===== src/sscpm_pkg.sv =====
// ----------------------------------------------------------------------------
// sscpm_pkg
// Shared types and constants for the stereo scope capture and peak meter.
// ----------------------------------------------------------------------------
package sscpm_pkg;

    // Command codes carried by one input item
    typedef enum logic [1:0] {
        OP_FRAME      = 2'd0,
        OP_READ_RING  = 2'd1,
        OP_READ_LEVEL = 2'd2,
        OP_CLEAR      = 2'd3
    } t_opcode;

    // Control sequencer states
    typedef enum logic {
        ST_IDLE  = 1'b0,
        ST_SCALE = 1'b1
    } t_state;

    // Register indexes on the configuration port
    localparam logic REG_DECAY = 1'b0;

    // Reset value of the decay factor, Q0.16 (about 0.9)
    localparam logic [15:0] DECAY_RESET = 16'd58982;

    // Output scale factor
    localparam logic signed [27:0] SCALE_MUL = 28'sd1000;

    // Half of one output step in the Q1.15 product remainder
    localparam logic [14:0] ROUND_HALF = 15'h4000;

    // Frame command from the top level to the meter
    typedef struct packed {
        logic               frame;
        logic               last;
        logic               clear;
        logic signed [15:0] left;
        logic signed [15:0] right;
    } t_meter_cmd;

    // Magnitude of a Q1.15 sample; -32768 gives 32768
    function automatic logic [15:0] mag16(input logic signed [15:0] s);
        logic [15:0] m;
        m = s[15] ? (~s + 16'd1) : s;
        return m;
    endfunction

endpackage


===== src/sscpm_meter.sv =====
// ----------------------------------------------------------------------------
// sscpm_meter
// Block peak tracking and per-block level decay for both channels.
// ----------------------------------------------------------------------------
module sscpm_meter import sscpm_pkg::*; (
    input  logic        i_clk,
    input  logic        i_rst_n,
    input  t_meter_cmd  i_cmd,
    input  logic [15:0] i_decay,
    output logic [15:0] o_level_left,
    output logic [15:0] o_level_right
);

    logic [15:0] r_peak_l, r_peak_r, r_level_l, r_level_r;
    logic [15:0] n_peak_l, n_peak_r, n_level_l, n_level_r;
    logic [15:0] w_mag_l, w_mag_r, w_held_l, w_held_r;
    logic [31:0] w_prod_l, w_prod_r;

    // Fold this frame into the peaks
    always_comb begin
        w_mag_l  = mag16(i_cmd.left);
        w_mag_r  = mag16(i_cmd.right);
        n_peak_l = (w_mag_l > r_peak_l) ? w_mag_l : r_peak_l;
        n_peak_r = (w_mag_r > r_peak_r) ? w_mag_r : r_peak_r;
    end

    // Decay the old levels, truncating the Q0.16 product
    always_comb begin
        w_prod_l  = r_level_l * i_decay;
        w_prod_r  = r_level_r * i_decay;
        w_held_l  = w_prod_l[31:16];
        w_held_r  = w_prod_r[31:16];
        n_level_l = (n_peak_l > w_held_l) ? n_peak_l : w_held_l;
        n_level_r = (n_peak_r > w_held_r) ? n_peak_r : w_held_r;
    end

    // Update peaks and levels
    always_ff @(posedge i_clk) begin
        if (!i_rst_n) begin
            r_peak_l  <= '0;
            r_peak_r  <= '0;
            r_level_l <= '0;
            r_level_r <= '0;
        end else if (i_cmd.clear) begin
            r_level_l <= '0;
            r_level_r <= '0;
        end else if (i_cmd.frame) begin
            if (i_cmd.last) begin
                r_level_l <= n_level_l;
                r_level_r <= n_level_r;
                r_peak_l  <= '0;
                r_peak_r  <= '0;
            end else begin
                r_peak_l <= n_peak_l;
                r_peak_r <= n_peak_r;
            end
        end
    end

    assign o_level_left  = r_level_l;
    assign o_level_right = r_level_r;

endmodule


===== config.mk =====
export PLATFORM = sky130hd
export DESIGN_NAME = sscpm_meter
export DESIGN_NICKNAME = d
export VERILOG_FILES = /design/src/sscpm_pkg.sv /design/src/sscpm_meter.sv
export SDC_FILE = /design/constraint.sdc
export NUM_CORES = 1
export LEC_CHECK = 0
export ABC_AREA = 1
export BUFFER_PORTS_ARGS = -buffer_cell sky130_fd_sc_hd__buf_4
export CORE_ASPECT_RATIO = 1.5
export CORE_MARGIN = 3
export CORE_UTILIZATION = 58
export DETAILED_ROUTE_END_ITERATION = 12
export GPL_ROUTABILITY_DRIVEN = 0
export HOLD_SLACK_MARGIN = 0.05
export PLACE_DENSITY = 0.75
export SLEW_MARGIN = 20
export SYNTH_ARGS = -nofsm -noshare
export SYNTH_HDL_FRONTEND = slang
export SYNTH_SLANG_ARGS = --single-unit

===== constraint.sdc =====
create_clock -name i_clk -period 8.99 [get_ports i_clk]
set_input_delay 0.899 -clock i_clk [delete_from_list [all_inputs] [get_ports i_clk]]
set_output_delay 0.899 -clock i_clk [all_outputs]
set_load 0.05 [all_outputs]

# Word level (Yosys, flattened, before mapping)
# Cells that the tools add are included.
[totals]
regBits = 64
latch_bits = 0
ram_bits = 0
rom_bits = 0
input_bits = 53
out_inout_bits = 32
wordCells = 27
n_memories = 0
[op_classes]
add_sub_neg = 2
n_mul = 2
div = 0
n_lt_le_gt_ge = 4
n_eq_ne = 0
n_shift = 0
mux = 8
bitwise_logic = 4
n_reduce_logical = 3
[ops]
columns = ["cell", "n"]
rows = [
  ["16-bit two-way mux", 8],
  ["16-bit > comparator", 4],
  ["16-bit by 16-bit multiplier with 32-bit output", 2],
  ["16-bit by 1-bit adder with 16-bit output (second input constant)", 2],
  ["16-bit inverter", 2],
  ["2-bit AND reduction", 2],
  ["1-bit inverter", 2],
  ["2-bit OR reduction", 1],
]

# Logic depth before layout (Yosys ltp)
# Gate-level depths: netlist of the first run.
[logic_depth]
word_depth = 7
depth_mapped = 40

# Worst setup path after synthesis of the first run
# No wires, ideal clock.
[synth_path]
path_type = "input to register"
startpoint = "input i_decay[1]"
endpoint = "register r_level_r[6] (netlist: o_level_right[6])"
setup_time_ns = 0.132
arrival_time_ns = 7.132
required_ns = 8.858
slack_ns = 1.726
path_stages = 32
cell_sequence = "clkbuf_1 -> clkbuf_1 -> nand2_1 -> fa_1 -> fa_1 -> fa_1 -> fa_1 -> inv_1 -> fa_1 -> inv_1 -> fa_1 -> inv_1 -> ha_1 -> nand2_1 -> inv_1 -> nand2_1 -> nand2_1 -> o21bai_1 -> o21ai_0 -> nand3_1 -> and2_1 -> ha_1 -> nand2_1 -> nor2_1 -> nand2_1 -> inv_1 -> nand2_1 -> a21oi_4 -> clkbuf_1 -> nand2_1 -> nand3_1 -> a21oi_1"
[synth_via]
elab_chain_len = 3
[synth_lines]
columns = ["element", "line", "rtl"]
rows = [
  ["start, declared", "sscpm_meter.sv:9", "input logic [15:0] i_decay,"],
  ["16-bit by 16-bit multiplier with 32-bit output *", "sscpm_meter.sv:30", "w_prod_r = r_level_r * i_decay;"],
  ["16-bit > comparator", "sscpm_meter.sv:34", "n_level_r = (n_peak_r > w_held_r) ? n_peak_r : w_held_r;"],
  ["16-bit two-way mux *", "sscpm_meter.sv:34", ""],
  ["end signal, assigned", "sscpm_meter.sv:50", "r_level_r <= n_level_r;"],
  ["end, declared", "sscpm_meter.sv:14", "logic [15:0] r_peak_l, r_peak_r, r_level_l, r_level_r;"],
]
# Every way passes the cells marked *; elsewhere a longest branch is shown, timed or not.
# A chain may end at the register's enable or synchronous reset.

# Worst setup path in the final report of the first run
[layout_path]
startpoint = "register r_level_r[7] (netlist: o_level_right[7])"
endpoint = "register r_level_r[8] (netlist: o_level_right[8])"
[layout_via]
elab_chain_len = 3
[layout_lines]
columns = ["element", "line"]
rows = [
  ["16-bit by 16-bit multiplier with 32-bit output *", "sscpm_meter.sv:30"],
  ["16-bit > comparator", "sscpm_meter.sv:34"],
  ["16-bit two-way mux *", "sscpm_meter.sv:34"],
]
# Marks and branches as above.

==> metrics, run 1 <==
Tmin final=7.81 ns; Synth area leader=fa_1; # diodes=0; CP max stage delay=0.95 ns; Num CTS Buffers=9; Final Hold Viols=0; Synth area leaders=fa_1, nand2_1, inv_1, ha_1, dfxtp_1; Critical Path Source Type=flip-flop; most common cell after layout, fill and taps aside=nand2_1; Critical Path Slowest Stage Cell=dfxtp_1; Clock transition at path regs=0.05 ns; P_leak=15.1 nW; worst reg2reg path depth=31; Slew @ Worst Pin=0.972 ns; f_max=128 MHz; initial core utilization=59.0%; post-cts repair resize count=0; crit share post-route=86.9%; # port buffers=84; worst hold slack=0.463 ns; Clock Path Buffers=2; Crit. End Element=flip-flop; PD cells=79.0 nW/um2; pin count of the biggest net entering global routing=34; CP max FO=17; root buffer cell=clkbuf_16; vias in the first global route=21177; die height=254 um; Max Slew Vio Count=0; HPWL Detailed=49.9 mm; register area share after synthesis=5.37%; drt via density=5.22; Syn Area/Cell=6.79 um2; Synth warnings=0; total number of vias=20972; area delta synth->final=5.26%; Core ar.=40400 um2; Critical Path RT=9.27 ns; hold path depth=2; HP Class=reg -> reg; # rows=90; DR WL/cell=15.3 um; Cells after Synth=3514; Final nets=4212; CTS sink count=64; Post-CTS Setup Inserts=0; H-tree Lvls=3; Final setup viols=0; CTS tree=yes; total track usage=29.2%; RSZ-0062 raised after global routing=false; post-synth top area share=32.4%; Distinct cells, synth=42; Worst VDD drop=0.000108 V; Die ar.=43600 um2; setup total negative slack=0 ns; antenna viol nets, final=0; final WL=61.3 mm; Clock Skews=0.0120 ns; Mapped Nets=4221; Die Wd=172 um; Pre-antenna DRT Iters=5; antenna violations before repair=0; critical path class=reg -> reg; Iter 0 DRT Violations=1193; #FFs+latches synth=64; drt drc=0; Post-CTS Hold Buffers=0; Worst-Skew Late Latency=0.36 ns; first-pass GRT wire length=102 mm; share of cells above drive strength 1=5.10%; Post-Syn Area=23900 um2; I/O Pins=85; status=complete, no violations; max-cap viol count=0; grt ovf=0; most frequent cells in the layout=nand2_1, inv_1, fa_1; Critical Path AT=8.09 ns; Slew headroom=35.1%
==> registers in the layout, indices dropped and copies added (netlist names) <==
| register | cells |
|---|---|
| r_peak_r | 16 |
| r_peak_l | 16 |
| o_level_left | 16 |
| o_level_right | 16 |
==> layer usage <==
layer | GRT usage, % | part of all wire, % | up-vias
met5 | 0 | 0 | -
met4 | 13.1 | 5.0 | 0
met3 | 3.97 | 6.6 | 175
met2 | 49.8 | 48 | 717
met1 | 37.0 | 40 | 9891
li1 | - | - | 10189
==> kinds of logic after synthesis <==
logic type                 after synthesis  share of synthesized area, %
and+or+nand+nor                       1451                          24.6
buffers and inverters                 1091                          17.4
adders and majority gates              654                          46.5
AOI/OAI and AO/OA                      229                          5.23
DFF                                     64                          5.37
xor gates and xnor gates                25                         0.918
==> through the flow <==
step / power [mW] / util, % / setup WS, ns / area [um2] / std cells
floorplan: 1.27 / - / 1.73 / 23900 / 3514
global placement: 1.59 / 61.4 / 1.08 / 24800 / 4000
detailed placement: 1.60 / 61.4 / 1.01 / 24800 / 4000
CTS: 1.99 / 62.1 / 1.28 / 25100 / 4016
global route: 2.18 / 62.1 / 0.599 / 25100 / 4016
finish: 1.98 / 62.1 / 1.18 / 25100 / 4016
==> synth_stat cells <==
| cell type | count |
|---|---|
| a21o_1 | 3 |
| a21oi_1 | 148 |
| a21oi_4 | 2 |
| a31oi_1 | 1 |
| and2_1 | 30 |
| buf_1 | 2 |
| buf_2 | 8 |
| buf_4 | 3 |
| buf_6 | 5 |
| clkbuf_1 | 121 |
| clkbuf_2 | 2 |
| dfxtp_1 | 64 |
| fa_1 | 386 |
| ha_1 | 268 |
| inv_1 | 940 |
| inv_2 | 10 |
| nand2_1 | 1097 |
| nand2_2 | 11 |
| nand2_4 | 1 |
| nand2b_1 | 1 |
| nand3_1 | 150 |
| nand3_2 | 2 |
| nand3b_1 | 3 |
| nand4_1 | 11 |
| nor2_1 | 119 |
| nor2_2 | 2 |
| nor3_1 | 18 |
| nor3_2 | 1 |
| nor3_4 | 1 |
| nor3b_2 | 1 |
| nor4_1 | 1 |
| nor4_2 | 1 |
| o211ai_1 | 2 |
| o21a_1 | 3 |
| o21ai_0 | 39 |
| o21ai_1 | 12 |
| o21ai_2 | 9 |
| o21bai_1 | 9 |
| o22ai_1 | 1 |
| or2_2 | 1 |
| xnor2_1 | 4 |
| xor2_1 | 21 |
==> critical path: cells and delay by family, from the launching register on <==
| family | cells | cell delay (ns) |
|---|---|---|
| compound gates | 5 | 1.29 |
| flops | 1 | 0.95 |
| simple gates | 10 | 1.10 |
| fa+ha+maj | 8 | 3.49 |
| buf+inv | 8 | 0.90 |
==> power by group <==
| part | leakage [nW] | internal (mW) | switching, mW |
|---|---|---|---|
| clock | 0.150 | 0.229 | 0.141 |
| sequential | 0.518 | 0.297 | 0.0409 |
| combinational | 14.4 | 0.467 | 0.810 |
==> final timing paths <==
kind	startpoint	slack [ns]	endpoint
min	r_peak_r[5]	0.46	r_peak_r[5]
min reg2reg	r_peak_r[5]	0.46	r_peak_r[5]
max	o_level_right[7]	1.18	o_level_right[8]
max reg2reg	o_level_right[7]	1.18	o_level_right[8]
==> cell type report <==
class	count	area, um2
inverter	950	3570
clock inverter	3	40.0
fill	3743	15300
tap	506	633
sequential	64	1280
timing repair buffer	121	908
clock buffer	13	260
multi-input combinational	2359	18400
No activity file was read; power rests on OpenSTA's default activity.
==> run 2, diff against run 1 <==
--- a/config.mk
+++ b/config.mk
@@ -6,7 +6,7 @@
 export NUM_CORES = 1
 export LEC_CHECK = 0
 export ABC_AREA = 1
-export BUFFER_PORTS_ARGS = -buffer_cell sky130_fd_sc_hd__buf_4
+export BUFFER_PORTS_ARGS = -buffer_cell sky130_fd_sc_hd__buf_2
 export CORE_ASPECT_RATIO = 1.5
 export CORE_MARGIN = 3
 export CORE_UTILIZATION = 58
==> run 2 against run 1 <==
  * Combinational power is essentially flat
  * Sequential power is essentially flat
  * Largest cell class unchanged
  * Global-route usage grew 0.70 points
==> metrics, run 2 (same netlist as run 1, synthesis figures left out) <==
f_max=126 MHz (-1.6%); Iter 0 DRT Violations=1388 (+16%); Worst-Skew Late Latency=0.36 ns (about the same); drt via density=5.20 (-0.40%); die height=254 um (unchanged); grt ovf=0 (unchanged); Max Slew Vio Count=0 (unchanged); Slew @ Worst Pin=1.14 ns (+0.168 ns); H-tree Lvls=3 (unchanged); Clock Skews=0.0113 ns (-0.000749 ns); Num CTS Buffers=9 (unchanged); Internal Power=0.978 mW (-1.4%); max-cap viol count=0 (unchanged); root buffer cell=clkbuf_16; CP max stage delay=0.58 ns (-0.37 ns); post-cts repair resize count=0 (unchanged); antenna violations before repair=0 (unchanged); share of cells above drive strength 1=5.32% (+0.22 points); first-pass GRT wire length=105 mm (+2.9%); RSZ-0062 raised after global routing=false; total track usage=29.9% (+0.70 points); antenna viol nets, final=0 (unchanged); Slew headroom=23.9% (-11 points); crit share post-route=88.3% (+1.4 points); final worst slack=1.05 ns (-0.126 ns); HPWL Detailed=50.7 mm (+1.7%); Die ar.=43600 um2 (unchanged); Flop pwr share=17.2% (+0.2 points); Worst VDD drop=0.000106 V (-2.4%); Final setup viols=0 (unchanged); Final Instance Area=25000 um2 (-0.60%); Clock transition at path regs=0.06 ns (about the same); most common cell after layout, fill and taps aside=nand2_1; # port buffers=84 (unchanged); Final nets=4220 (+0.19%); CTS sink count=64 (unchanged); Post-CTS Setup Inserts=0 (unchanged); PD cells=79.1 nW/um2 (+0.15%); critical path class=in -> reg; Final Hold Viols=0 (unchanged); Tmin final=7.94 ns (+0.126 ns); Critical Path Source Type=primary input; HP Class=reg -> reg; initial core utilization=59.0% (unchanged); Critical Path RT=9.28 ns (about the same); Clock Path Buffers=2 (unchanged); drt drc=0 (unchanged); setup total negative slack=0 ns (unchanged); # fillers=3812 (+1.8%); combinational share of power=64.3% (about the same); Post-CTS Hold Buffers=0 (unchanged); Critical Path AT=8.23 ns (+0.14 ns); P_leak=15.0 nW (-0.13%); DR WL/cell=15.5 um (+1.3%); Worst path most repeated cell=fa_1; Sw Ratio=50.5% (+0.48 points); Core ar.=40400 um2 (unchanged); I/O Pins=85 (unchanged); pin count of the biggest net entering global routing=34 (unchanged); area delta synth->final=4.63%; final WL=62.3 mm (+1.5%); Critical Path Slowest Stage Cell=fa_1; Sw Pwr=0.996 mW (+0.49%); clock group share of total power=18.5% (about the same); most frequent cells in the layout=nand2_1, inv_1, fa_1; # diodes=0 (unchanged); Pre-antenna DRT Iters=7 (+2); Die Wd=172 um (unchanged); Crit. End Element=flip-flop; dpl cell area=24700 um2 (-0.61%); total number of vias=20930 (-0.20%); CTS tree=yes; # rows=90 (unchanged); CP max FO=30 (+13); vias in the first global route=21507 (+1.6%); status=complete, no violations; dpl ws=0.831 ns (-0.179 ns)
[run 2: cell types whose count changed in the layout (fill, tap and decap cells not counted), sizes merged]
cell      delta
buf          +8
clkinvlp     +2
clkbuf       -1
inv          -1
[run 2: through the flow]
stage | instances | util (%) | power, mW | hold slack [ns]
floorplan | 3514 | - | 1.27 | 0.445
global placement | 4008 | 61.0 | 1.58 | 0.453
detailed placement | 4008 | 61.0 | 1.60 | 0.457
CTS | 4024 | 61.7 | 1.98 | 0.467
global route | 4024 | 61.7 | 2.18 | 0.485
finish | 4024 | 61.7 | 1.97 | 0.466
[run 2: cell type report]
class	count	area (um2)	share of cell area, %
flip-flops and latches	64	1280	5.13
clock inverters	4	53.8	0.216
multi-input cells	2359	18400	73.8
clock buffers	12	246	0.988
well taps	506	633	2.54
repair buffers	129	758	3.04
inverters	950	3570	14.3
[run 2: critical path, delay by kind of cell]
family                   cells  cell delay (ns)
AND/OR/NAND/NOR              8             1.01
AO/OA/AOI/OAI                7             1.50
buffers and inverters        6             1.00
adder cells (fa/ha/maj)      8             3.74
[run 2: final timing paths]
path | from | to | slack (ns) | cells past startpoint
max reg2reg | o_level_right[11] | o_level_right[2] | 1.19 | 26
max | i_decay[1] | o_level_right[2] | 1.05 | 29
min reg2reg | r_peak_r[2] | r_peak_r[2] | 0.47 | 2
min | r_peak_r[2] | r_peak_r[2] | 0.47 | 2
[run 2: layer usage]
metal  vias up  track usage (%)  wire length [um]
met2       691             51.4             29900
met4         0             12.7              3070
met1      9867             38.7             25500
li1      10205                -                 -
met5         -                0                 0
met3       167             2.73              3760
[run 2: power by group through the flow]
stage	sequential [mW]	clock, mW	combinational [mW]
after CTS	0.338	0.373	1.27
after global placement	0.344	0	1.24
after floorplan	0.335	0	0.931
after detailed placement	0.344	0	1.26
after global routing	0.341	0.380	1.46
final	0.340	0.365	1.27
