<file path="src/sscpm_pkg.sv">
// ----------------------------------------------------------------------------
// sscpm_pkg
// Shared types and constants for the stereo scope capture and peak meter.
// ----------------------------------------------------------------------------
package sscpm_pkg;

    // Command codes carried by one input item
    typedef enum logic [1:0] {
        OP_FRAME      = 2'd0,
        OP_READ_RING  = 2'd1,
        OP_READ_LEVEL = 2'd2,
        OP_CLEAR      = 2'd3
    } t_opcode;

    // Control sequencer states
    typedef enum logic {
        ST_IDLE  = 1'b0,
        ST_SCALE = 1'b1
    } t_state;

    // Register indexes on the configuration port
    localparam logic REG_DECAY = 1'b0;

    // Reset value of the decay factor, Q0.16 (about 0.9)
    localparam logic [15:0] DECAY_RESET = 16'd58982;

    // Output scale factor
    localparam logic signed [27:0] SCALE_MUL = 28'sd1000;

    // Half of one output step in the Q1.15 product remainder
    localparam logic [14:0] ROUND_HALF = 15'h4000;

    // Frame command from the top level to the meter
    typedef struct packed {
        logic               frame;
        logic               last;
        logic               clear;
        logic signed [15:0] left;
        logic signed [15:0] right;
    } t_meter_cmd;

    // Magnitude of a Q1.15 sample; -32768 gives 32768
    function automatic logic [15:0] mag16(input logic signed [15:0] s);
        logic [15:0] m;
        m = s[15] ? (~s + 16'd1) : s;
        return m;
    endfunction

endpackage

</file>
<file path="src/sscpm_scale.sv">
// ----------------------------------------------------------------------------
// sscpm_scale
// Scale a Q1.15 value by 1000, round half to even, register the result.
// ----------------------------------------------------------------------------
module sscpm_scale import sscpm_pkg::*; (
    input  logic               i_clk,
    input  logic               i_rst_n,
    input  logic               i_en,
    input  logic signed [16:0] i_value,
    output logic               o_valid,
    output logic signed [10:0] o_value
);

    logic signed [27:0] w_prod;
    logic        [12:0] w_quot;
    logic        [14:0] w_rem;
    logic               w_up;
    logic signed [10:0] n_value;

    // Multiply, then split into floor quotient and remainder of 2^15
    always_comb begin
        w_prod  = $signed({{11{i_value[16]}}, i_value}) * SCALE_MUL;
        w_quot  = w_prod[27:15];
        w_rem   = w_prod[14:0];
        w_up    = (w_rem > ROUND_HALF) || ((w_rem == ROUND_HALF) && w_quot[0]);
        n_value = $signed(w_quot[10:0] + {10'd0, w_up});
    end

    // Strobe for one cycle
    always_ff @(posedge i_clk) begin
        if (!i_rst_n) begin
            o_valid <= 1'b0;
        end else begin
            o_valid <= i_en;
        end
    end

    // Hold the payload
    always_ff @(posedge i_clk) begin
        if (i_en) begin
            o_value <= n_value;
        end
    end

endmodule

</file>
<file path="config.mk">
export PLATFORM = sky130hd
export DESIGN_NAME = sscpm_scale
export DESIGN_NICKNAME = d
export VERILOG_FILES = /design/src/sscpm_pkg.sv /design/src/sscpm_scale.sv
export SDC_FILE = /design/constraint.sdc
export NUM_CORES = 1
export LEC_CHECK = 0
export BUFFER_PORTS_ARGS = -buffer_cell sky130_fd_sc_hd__buf_4
export CAP_MARGIN = 0
export CORE_UTILIZATION = 64
export CTS_BUF_LIST = sky130_fd_sc_hd__clkbuf_4 sky130_fd_sc_hd__clkbuf_8
export DETAILED_ROUTE_END_ITERATION = 10
export PLACE_DENSITY_LB_ADDON = 0.08
export SYNTH_ARGS = -nofsm -noshare
export SYNTH_HDL_FRONTEND = slang
export SYNTH_SLANG_ARGS = --single-unit
</file>
<file path="constraint.sdc">
create_clock -name i_clk -period 6.5 [get_ports i_clk]
set_input_delay 0.65 -clock i_clk [delete_from_list [all_inputs] [get_ports i_clk]]
set_output_delay 0.65 -clock i_clk [all_outputs]
set_load 0.01 [all_outputs]
</file>
* Yosys cells after proc, flatten, opt, wreduce, memory -nomap -nowiden
Cells that the tools add are included.
** Word-level totals
- Bits of input ports :: 20
- Output and inout port bits :: 12
- Logic and storage cells :: 8
- Flip-flop bits (word level) :: 12
** Cells by class
- Reduce and logical (&&, ||, !) cells :: 2
- Multiply operators :: 1
- Equality and inequality tests :: 1
- $lt $le $gt $ge :: 1
- Add/subtract/negate cells :: 1
** Operators with widths (count)
- 17-bit by 8-bit multiplier with 23-bit output, second input constant :: 1
- 15-bit greater-than comparator, second input constant :: 1
- 12-bit == test, second input constant :: 1
- 11-bit by 1-bit adder with 11-bit output :: 1
- 1-bit logical AND :: 1
- 1-bit logical OR :: 1

* Longest topological paths before layout
Gate-level depths: netlist of the first run.
- Word-level depth :: 5
- Depth in mapped cells :: 20
- Mapped depth without buffers :: 19

* Worst setup path after synthesis of the first run
OpenSTA, ideal clock, no wires.
- Path kind :: input-to-reg
- From :: in i_value[8]
- To :: reg o_value[10] (data pin)
- Path slack :: 1.266 ns
- Stages :: 18
- Data required time :: 6.240 ns
- Arrival :: 4.974 ns
- Setup time :: 0.260 ns
- Path buffers :: 1
- Path through :: inv_1 -> fa_1 -> fa_1 -> inv_1 -> fa_1 -> inv_1 -> fa_1 -> inv_1 -> ha_1 -> buf_6 -> a2111o_1 -> o21ai_0 -> xnor2_1 -> and2_1 -> ha_1 -> and4_2 -> nand4_1 -> xnor2_1
** Between the ends
- Word-level cells in the longest chain between the ends :: 5
- Elaborated cells on any way between the ends :: 6
- Classes of those cells :: add/sub (1); mul (1); order compare (1); eq/ne (1); reduce/logical (2)
** Ends and longest elaborated chain
- start: declaration :: line sscpm_scale.sv:9 : input logic signed [16:0] i_value,
- 17-bit by 8-bit multiplier with 23-bit output (*) :: line sscpm_scale.sv:22 : w_prod = $signed({{11{i_value[16]}}, i_value}) * SCALE_MUL;
- branches (longest 3 deep; another with 15-bit greater-than comparator)
- 11-bit by 1-bit adder with 11-bit output (*) :: line sscpm_scale.sv:26 : n_value = $signed(w_quot[10:0] + {10'd0, w_up});
- named net n_value[10] :: line sscpm_scale.sv:18 : logic signed [10:0] n_value;
- end signal: assignment :: line sscpm_scale.sv:41 : o_value <= n_value;
- end: declaration :: line sscpm_scale.sv:11 : output logic signed [10:0] o_value
Mark *: on every way through the listed nets, which the timed path passes.
A chain may end at the register's enable or synchronous reset.

* Worst setup path in the final report of the first run
- From :: in i_value[5]
- To :: reg o_value[10] (data pin)
Same word-level chain as after synthesis.

==> flow_summary_export.csv, run 1 <==
group,metric,value,unit
cts,postCtsHoldBufs,0,
grt,grt_overflow,0,
routing,wl_per_cell,12.8,um
cts,clockRootBuffer,"clkbuf_8",
yosys,synth.cell_area,4040,um2
yosys,synthTopCellsByArea,"fa_1 (30%), ha_1 (20%), inv_1 (15%)",
status,status,"finished, final reports clean",
yosys,ys_async_sr_fraction,0,%
routing,drtPass1Iterations,4,
die,ioPinCount,32,
timing,max-slew-margin-rel,65.3,%
die,die-area,6640,um2
cells_and_area,final_layout_size_suffix_gt1_share,9.92,%
cts,cts_made_buffers,3,
timing,final.period_utilization,83.1,%
timing,slew_viol_final,0,
routing,totalWireLength,7.15,mm
cts,cts-resized-gates,0,
timing,rsz0062_at_grt,"no",
timing,setup_tns,0,ns
placed_design,placed_cell_area,4340,um2
cells_and_area,antenna_cells,0,
yosys,yosysWarnings,0,
worst_setup_path,arrival,5.38,ns
timing,clock.fmax,185,MHz
die,num_rows,28,
cts,cts.clk_slew.worst_paths,0.05,ns
grt,grt_max_degree,13,
die,initial_utilization,67.5,%
grt,track_usage,24.1,%
worst_setup_path,critical-path-max-stage-delay,0.53,ns
yosys,synth_top_area_share,30.2,%
cells_and_area,stdcell_area,4390,um2
placed_design,io_buffer_count,31,
worst_setup_path,crit_chain,"buf_4 > inv_1 > fa_1 > fa_1 > inv_1 > fa_1 > inv_1 > fa_1 > inv_1 > ha_1 > nand3_1 > o22ai_1 > mux2i_1 > o311a_1 > and2_1 > ha_1 > and4_2 > nand4_1 > xnor2_1",
cts,cts_setup_buffers,0,
cells_and_area,nFillCells,458,
yosys,synthFlopType,"edfxtp_1",
yosys,synth_cell_types,49,
worst_hold_path,min_from,"i_rst_n",
worst_setup_path,crit_slowest_cell,"fa_1",
flow_run,maxCapViolations,0,
die,die_h,81.5,um
cts,htreeDepth,1,
placed_design,hpwl,6.45,mm
cts,cts_tree,"built",
die,die_w,81.5,um
cts,clockBufferDepth,2,
timing,setup-violations-final,0,
timing,min_period,5.40,ns
worst_setup_path,cp-start-kind,"primary input",
yosys,syn_avg_cell_area,8.92,um2
grt,grt_pass1_wl,12.3,mm
timing,hold_viol,0,
yosys,ys_seq_area_share,8.67,%
timing,worstMarginPinSlew,0.521,ns
routing,ant_nets,0,
yosys,synth_edf_count,11,
routing,dr.first_iter.drc_count,74,
yosys,synthTopCellsByCount,"inv_1 (162), ha_1 (65), fa_1 (61), nand2_1 (20), xnor2_1 (15)",
cts,clock-sinks,12,
worst_setup_path,endpoint_kind,"flop",
worst_setup_path,critPathKind,"primary input to flop",
yosys,synth_seq_cells,12,
grt,grt_pass1_vias,2914,
worst_hold_path,hold_end,"o_valid",
worst_hold_path,hold_path.class,"primary input to flop",
die,coreArea,5990,um2
yosys,synthCells,453,
cells_and_area,syn2layout_area_growth,8.64,%
worst_setup_path,critPathMaxFanout,6,
routing,viasPerCell,5.15,
worst_hold_path,hold_depth,2,
yosys,synth_top_cell_by_area,"fa_1",
yosys,synthesis.nets,599,
routing,drc,0,
worst_setup_path,cp.required,6.48,ns
grt,grt_antenna_before_repair,0,
cells_and_area,final_nets,631,
placed_design,gp_congestion,0.854,
routing,vias,2877,
yosys,yosysMostFrequentCell,"inv_1",
logic make-up (layout without fill, tap and decap cells):
logic type / count (synthesis) / after routing / share of synthesized area, %
buffers and inverters: 166 / 197 / 15.8
multiplexers: 2 / 2 / 0.495
flip-flops: 12 / 12 / 8.67
AND/OR/NAND/NOR: 61 / 61 / 8.67
XOR/XNOR: 27 / 27 / 5.85
AO/OA/AOI/OAI: 59 / 59 / 10.2
adder cells (fa/ha/maj): 126 / 126 / 50.3
critical path: cells and delay by family:
| family | cells | cell delay (ns) |
|---|---|---|
| fa+ha+maj | 6 | 2.55 |
| compound gates | 2 | 0.68 |
| simple gates | 4 | 0.63 |
| buf+inv | 5 | 0.44 |
| mux | 1 | 0.28 |
| xor+xnor | 1 | 0.15 |
worst max path at each step:
| stage | from | depth (start not counted) | endpoint |
|---|---|---|---|
| 2_1_floorplan | i_value[8] | 18 | o_value[10] |
| 3_3_place_gp | i_value[11] | 18 | o_value[9] |
| 3_5_place_dp | i_value[11] | 18 | o_value[9] |
| 4_1_cts | i_value[6] | 19 | o_value[10] |
| 5_1_grt | i_value[5] | 19 | o_value[10] |
| 6_report | i_value[5] | 19 | o_value[10] |
through the flow:
step,utilization [%],hold slack (ns),std cells,setup WS [ns]
final,73.3,0.622,559,1.10
after global routing,73.3,0.624,559,0.735
after CTS,73.3,0.621,559,1.09
after detailed placement,72.4,0.864,555,0.881
after global placement,72.4,0.857,555,0.978
after floorplan,-,0.762,453,1.27
area by class of cell:
cell class,count,area [um2],share of cell area [%]
multi-input combinational,275,3050,69.5
inverter,162,608,13.8
sequential,12,350,7.98
timing repair buffer,31,233,5.30
tap,75,93.8,2.14
clock buffer,4,55.1,1.25
routing by layer:
layer	global-route usage (%)	routed length (um)
met1	31.6	3370
met2	44.3	3550
met3	1.22	152
met4	4.11	65
met5	0	0
placed cells by master, fill, tap and decap left out, types with 3 or more instances in the layout:
cell,n
a21o_1,5
a21oi_1,14
a31oi_1,3
and2_1,4
and3_1,4
buf_4,31
clkbuf_8,4
edfxtp_1,11
fa_1,61
ha_1,65
inv_1,162
nand2_1,20
nand2b_1,4
nand3_1,3
nor2_1,6
nor3_1,3
o211ai_1,3
o21ai_0,13
o22ai_1,4
xnor2_1,15
xor2_1,12
flip-flops by register name, indices dropped and copies added, names as in the netlist:
| register | count |
|---|---|
| o_value | 11 |
| o_valid | 1 |
Power of run 1 is not shown: default switching activity piles up to over one toggle a cycle in this logic, so the estimate is an artifact.
==> inputs of run 2 (changes only) <==
ABC_AREA = 1   (was default)
clock period = 5.5 ns   (was 6.5 ns; I/O delays follow)
==> flow_summary_export.csv, run 2 <==
group,metric,value,unit
routing,dr.first_iter.drc_count,144,
yosys,synthTopCellsByArea,"fa_1 (28%), ha_1 (18%), inv_1 (18%)",
die,die-area,7250,um2
timing,max-slew-margin-rel,77.6,%
yosys,synth_seq_cells,12,
status,status,"finished, final reports clean",
routing,wl_per_cell,11.7,um
cells_and_area,largest_reg_flops,11,
yosys,yosysMostFrequentCell,"inv_1",
cells_and_area,final_common_cell,"inv_1",
yosys,synth_cell_types,26,
timing,min_period,5.00,ns
worst_setup_path,endpoint_kind,"flop",
yosys,synthCells,599,
placed_design,gp_congestion,0.968,
timing,setup_tns,0,ns
routing,vias,3446,
worst_setup_path,critPathMaxFanout,5,
timing,rsz0062_at_grt,"no",
yosys,yosysWarnings,0,
timing,worstMarginPinSlew,0.335,ns
cells_and_area,reg_top3,"o_value x11, o_valid x1",
cts,clockRootBuffer,"clkbuf_8",
cells_and_area,final_cell_mix,"inv_1 (214), nand2_1 (119), ha_1 (65)",
yosys,synth_edf_count,11,
timing,holdWs,0.501,ns
worst_setup_path,arrival,4.98,ns
grt,track_usage,25.8,%
cells_and_area,nFillCells,541,
routing,drc,0,
grt,grt_overflow,0,
yosys,ys_async_sr_fraction,0,%
worst_setup_path,cp.required,5.48,ns
grt,grt_pass1_wl,15.0,mm
die,die_h,85.1,um
timing,hold_viol,0,
cts,cts_setup_buffers,0,
placed_design,hpwl,7.63,mm
timing,slew_viol_final,0,
timing,clock.fmax,200,MHz
yosys,synth.cell_area,4420,um2
worst_setup_path,critPathKind,"primary input to flop",
cts,clock-sinks,12,
cts,cts-resized-gates,0,
yosys,synth_top_area_share,27.6,%
die,coreArea,6490,um2
cells_and_area,regMostFlops,"o_value",
cells_and_area,final_nets,781,
cts,postCtsHoldBufs,0,
routing,drtPass1Iterations,4,
routing,viasPerCell,4.85,
cts,cts_tree,"built",
placed_design,io_buffer_count,31,
grt,grt_pass1_vias,3403,
timing,final.period_utilization,90.9,%
yosys,ys_seq_area_share,7.92,%
yosys,syn_avg_cell_area,7.39,um2
grt,grt_max_degree,13,
worst_setup_path,cp-start-kind,"primary input",
yosys,synthFlopType,"edfxtp_1",
flow_run,maxCapViolations,0,
routing,ant_nets,0,
cts,htreeDepth,1,
yosys,synthTopCellsByCount,"inv_1 (214), nand2_1 (119), ha_1 (65), fa_1 (61), nand3_1 (22)",
die,initial_utilization,68.1,%
cts,cts.clk_slew.worst_paths,0.05,ns
cells_and_area,antenna_cells,0,
cts,cts_made_buffers,3,
die,ioPinCount,32,
cells_and_area,final_layout_size_suffix_gt1_share,12.6,%
cells_and_area,syn2layout_area_growth,8.54,%
routing,totalWireLength,8.30,mm
die,num_rows,29,
worst_hold_path,hold_path.class,"primary input to flop",
yosys,synth_top_cell_by_area,"fa_1",
die,die_w,85.1,um
yosys,synthesis.nets,745,
timing,setup-violations-final,0,
grt,grt_antenna_before_repair,0,
cts,clockBufferDepth,2,
[run 2: layout make-up]
class,instances,area (um2),share of cell area [%]
Multi-Input combinational cell,365,3240,67.5
Clock buffer,4,48.8,1.02
Inverter,222,833,17.4
Tap cell,77,96.3,2.01
Timing Repair Buffer,31,233,4.85
Sequential cell,12,350,7.30
[run 2: cell families after synthesis]
group	synth area share [%]
adders and majority gates	46.0
DFF	7.92
and+or+nand+nor	22.3
AOI/OAI and AO/OA	1.81
xor gates and xnor gates	3.14
buffers and inverters	18.8
[run 2: worst paths after layout]
path | startpoint | end | slack (ns) | depth (start not counted)
max | i_value[6] | o_value[6] | 0.50 | 23
min | i_rst_n | o_valid | 0.50 | 3
[run 2: worst max-delay path, stage by stage]
cell	delay (ns)
buf_4	0.13
inv_1	0.15
fa_1	0.47
fa_1	0.49
inv_1	0.05
fa_1	0.53
inv_1	0.05
fa_1	0.53
inv_1	0.04
ha_1	0.34
nand2_1	0.12
nor2_1	0.14
nand2_1	0.08
nand2_1	0.11
xor2_1	0.20
nand2_1	0.14
inv_2	0.11
ha_1	0.19
inv_1	0.06
nor2_2	0.13
nand3_2	0.10
o21ai_0	0.19
nand2_1	0.07
[run 2: metal layers]
metal | vias up | global-route usage [%] | routed length [um] | share of wire [%]
met2 | 69 | 45.0 | 4010 | 48
met1 | 1583 | 37.0 | 4030 | 49
met4 | 0 | 2.93 | 48 | 0.58
met5 | - | 0 | 0 | 0
met3 | 7 | 1.17 | 207 | 2.5
li1 | 1787 | - | - | -
[run 2: per-stage QoR]
stage	setup WS (ns)	util, %	cells	area [um2]
after global placement	0.395	73.2	707	4750
after detailed placement	0.290	73.2	707	4750
after global routing	0.166	73.9	711	4800
final	0.499	73.9	711	4800
after floorplan	0.705	-	599	4420
after CTS	0.523	73.9	711	4800
Power of run 2 is left out for the same reason.
==> inputs of run 3 (changes only) <==
CORE_UTILIZATION = 58   (was 64)
clock period = 4.2 ns   (was 5.5 ns; I/O delays follow)
==> flow_summary_export.csv, run 3 (same netlist as run 2, synthesis figures left out) <==
group,metric,value,unit
cells_and_area,final_nets,871,
grt,grt_antenna_before_repair,0,
timing,holdWs,0.367,ns
cts,clockBufferDepth,2,
worst_setup_path,endpoint_kind,"flop",
timing,rsz0062_at_grt,"yes",
cells_and_area,largest_reg_flops,11,
grt,grt_overflow,0,
cells_and_area,reg_top3,"o_value x11, o_valid x1",
die,num_rows,31,
timing,final.period_utilization,107,%
flow_run,maxCapViolations,0,
routing,dr.first_iter.drc_count,132,
placed_design,placed_cell_area,5500,um2
timing,hold_viol,0,
grt,track_usage,26.6,%
cts,htreeDepth,1,
cts,clockRootBuffer,"clkbuf_8",
cells_and_area,antenna_cells,0,
placed_design,gp_congestion,0.855,
timing,slew_viol_final,0,
routing,drc,0,
die,ioPinCount,32,
cells_and_area,regMostFlops,"o_value",
routing,wl_per_cell,12.3,um
timing,max-slew-margin-rel,82.6,%
placed_design,hpwl,8.29,mm
status,violations,"negative setup slack",
cells_and_area,final_common_cell,"inv_1",
cts,cts_tree,"built",
die,die_h,89.3,um
die,die_w,89.3,um
cts,cts.clk_slew.worst_paths,0.05,ns
cells_and_area,final_layout_size_suffix_gt1_share,35.1,%
placed_design,dp_slack,-0.560,ns
worst_hold_path,hold_path.class,"primary input to flop",
placed_design,place_inst,806,
routing,drtPass1Iterations,4,
routing,totalWireLength,10.1,mm
die,initial_utilization,60.4,%
timing,setup_slack,-0.291,ns
worst_setup_path,critPathKind,"primary input to flop",
cells_and_area,final_cell_mix,"inv_1 (193), buf_4 (114), nand2_1 (93)",
placed_design,io_buffer_count,31,
routing,viasPerCell,4.71,
cells_and_area,nFillCells,451,
routing,ant_nets,0,
cts,cts_made_buffers,3,
grt,grt_pass1_wl,16.5,mm
cells_and_area,stdcell_area,5990,um2
timing,worstMarginPinSlew,0.260,ns
grt,grt_pass1_vias,4024,
worst_setup_path,cp.required,4.20,ns
worst_setup_path,arrival,4.49,ns
routing,vias,3879,
cts,clock-sinks,12,
timing,setup-violations-final,9,
die,coreArea,7330,um2
timing,min_period,4.49,ns
die,die-area,7980,um2
cells_and_area,syn2layout_area_growth,35.5,%
status,status,"finished, violations left",
grt,grt_max_degree,13,
worst_setup_path,cp-start-kind,"primary input",
timing,clock.fmax,223,MHz
cells_and_area,final_cells,823,
worst_setup_path,critPathMaxFanout,4,
[run 3: cell types whose count changed in the layout (fill, tap and decap cells not counted), moves of 7 or more]
cell / delta
nand2_2: +20
ha_4: +13
inv_2: +15
nor2_1: -7
inv_1: -21
nor2_4: +7
buf_4: +83
ha_1: -13
nand2_1: -26
[run 3: final timing paths]
path / start / end / slack [ns] / cells after the start
hold / removal: i_rst_n / o_valid / 0.37 / 3
setup / recovery: i_value[4] / o_value[10] / -0.29 / 27
[run 3: stage by stage]
stage | TNS [ns] | utilization [%]
4_1_cts | -0.556 | 78.9
2_1_floorplan | -0.655 | -
3_3_place_gp | -3.28 | 75.0
3_5_place_dp | -4.20 | 75.0
5_1_grt | -3.39 | 81.8
6_report | -1.33 | 81.8
[run 3: final cells by class]
type | count | area [um2] | area share [%]
Multi-Input combinational cell | 365 | 3660 | 61.1
Timing Repair Buffer | 121 | 946 | 15.8
Inverter | 222 | 855 | 14.3
Sequential cell | 12 | 350 | 5.84
Tap cell | 99 | 124 | 2.07
Clock buffer | 4 | 55.1 | 0.918
[run 3: timing repair]
action,CTS,global route
resized for setup,50,37
buffers inserted,5,10
endpoints found under the setup margin,10,10
hold buffers,0,0
pin swaps,26,19
[run 3: critical path, stage by stage]
cell,delay [ns]
buf_4,0.10
clkinvlp_4,0.12
fa_1,0.50
fa_1,0.51
inv_1,0.05
fa_1,0.47
inv_1,0.05
fa_1,0.49
inv_2,0.04
ha_4,0.28
nand2_1,0.06
nand2_1,0.09
nand2_1,0.07
nand2_2,0.08
inv_2,0.04
nand2_2,0.09
xor2_2,0.18
nand2_2,0.09
inv_2,0.09
ha_4,0.17
inv_4,0.04
nor2_4,0.09
nand3_2,0.10
nor2_4,0.13
nand2_1,0.05
nand2_1,0.05
nand2_1,0.04
[run 3: per-layer routing]
layer | routed length [um] | GRT usage [%]
met5 | 0 | 0
met4 | 158 | 4.76
met3 | 186 | 0.646
met2 | 5360 | 52.0
met1 | 4380 | 32.8
Power of run 3 is left out for the same reason.
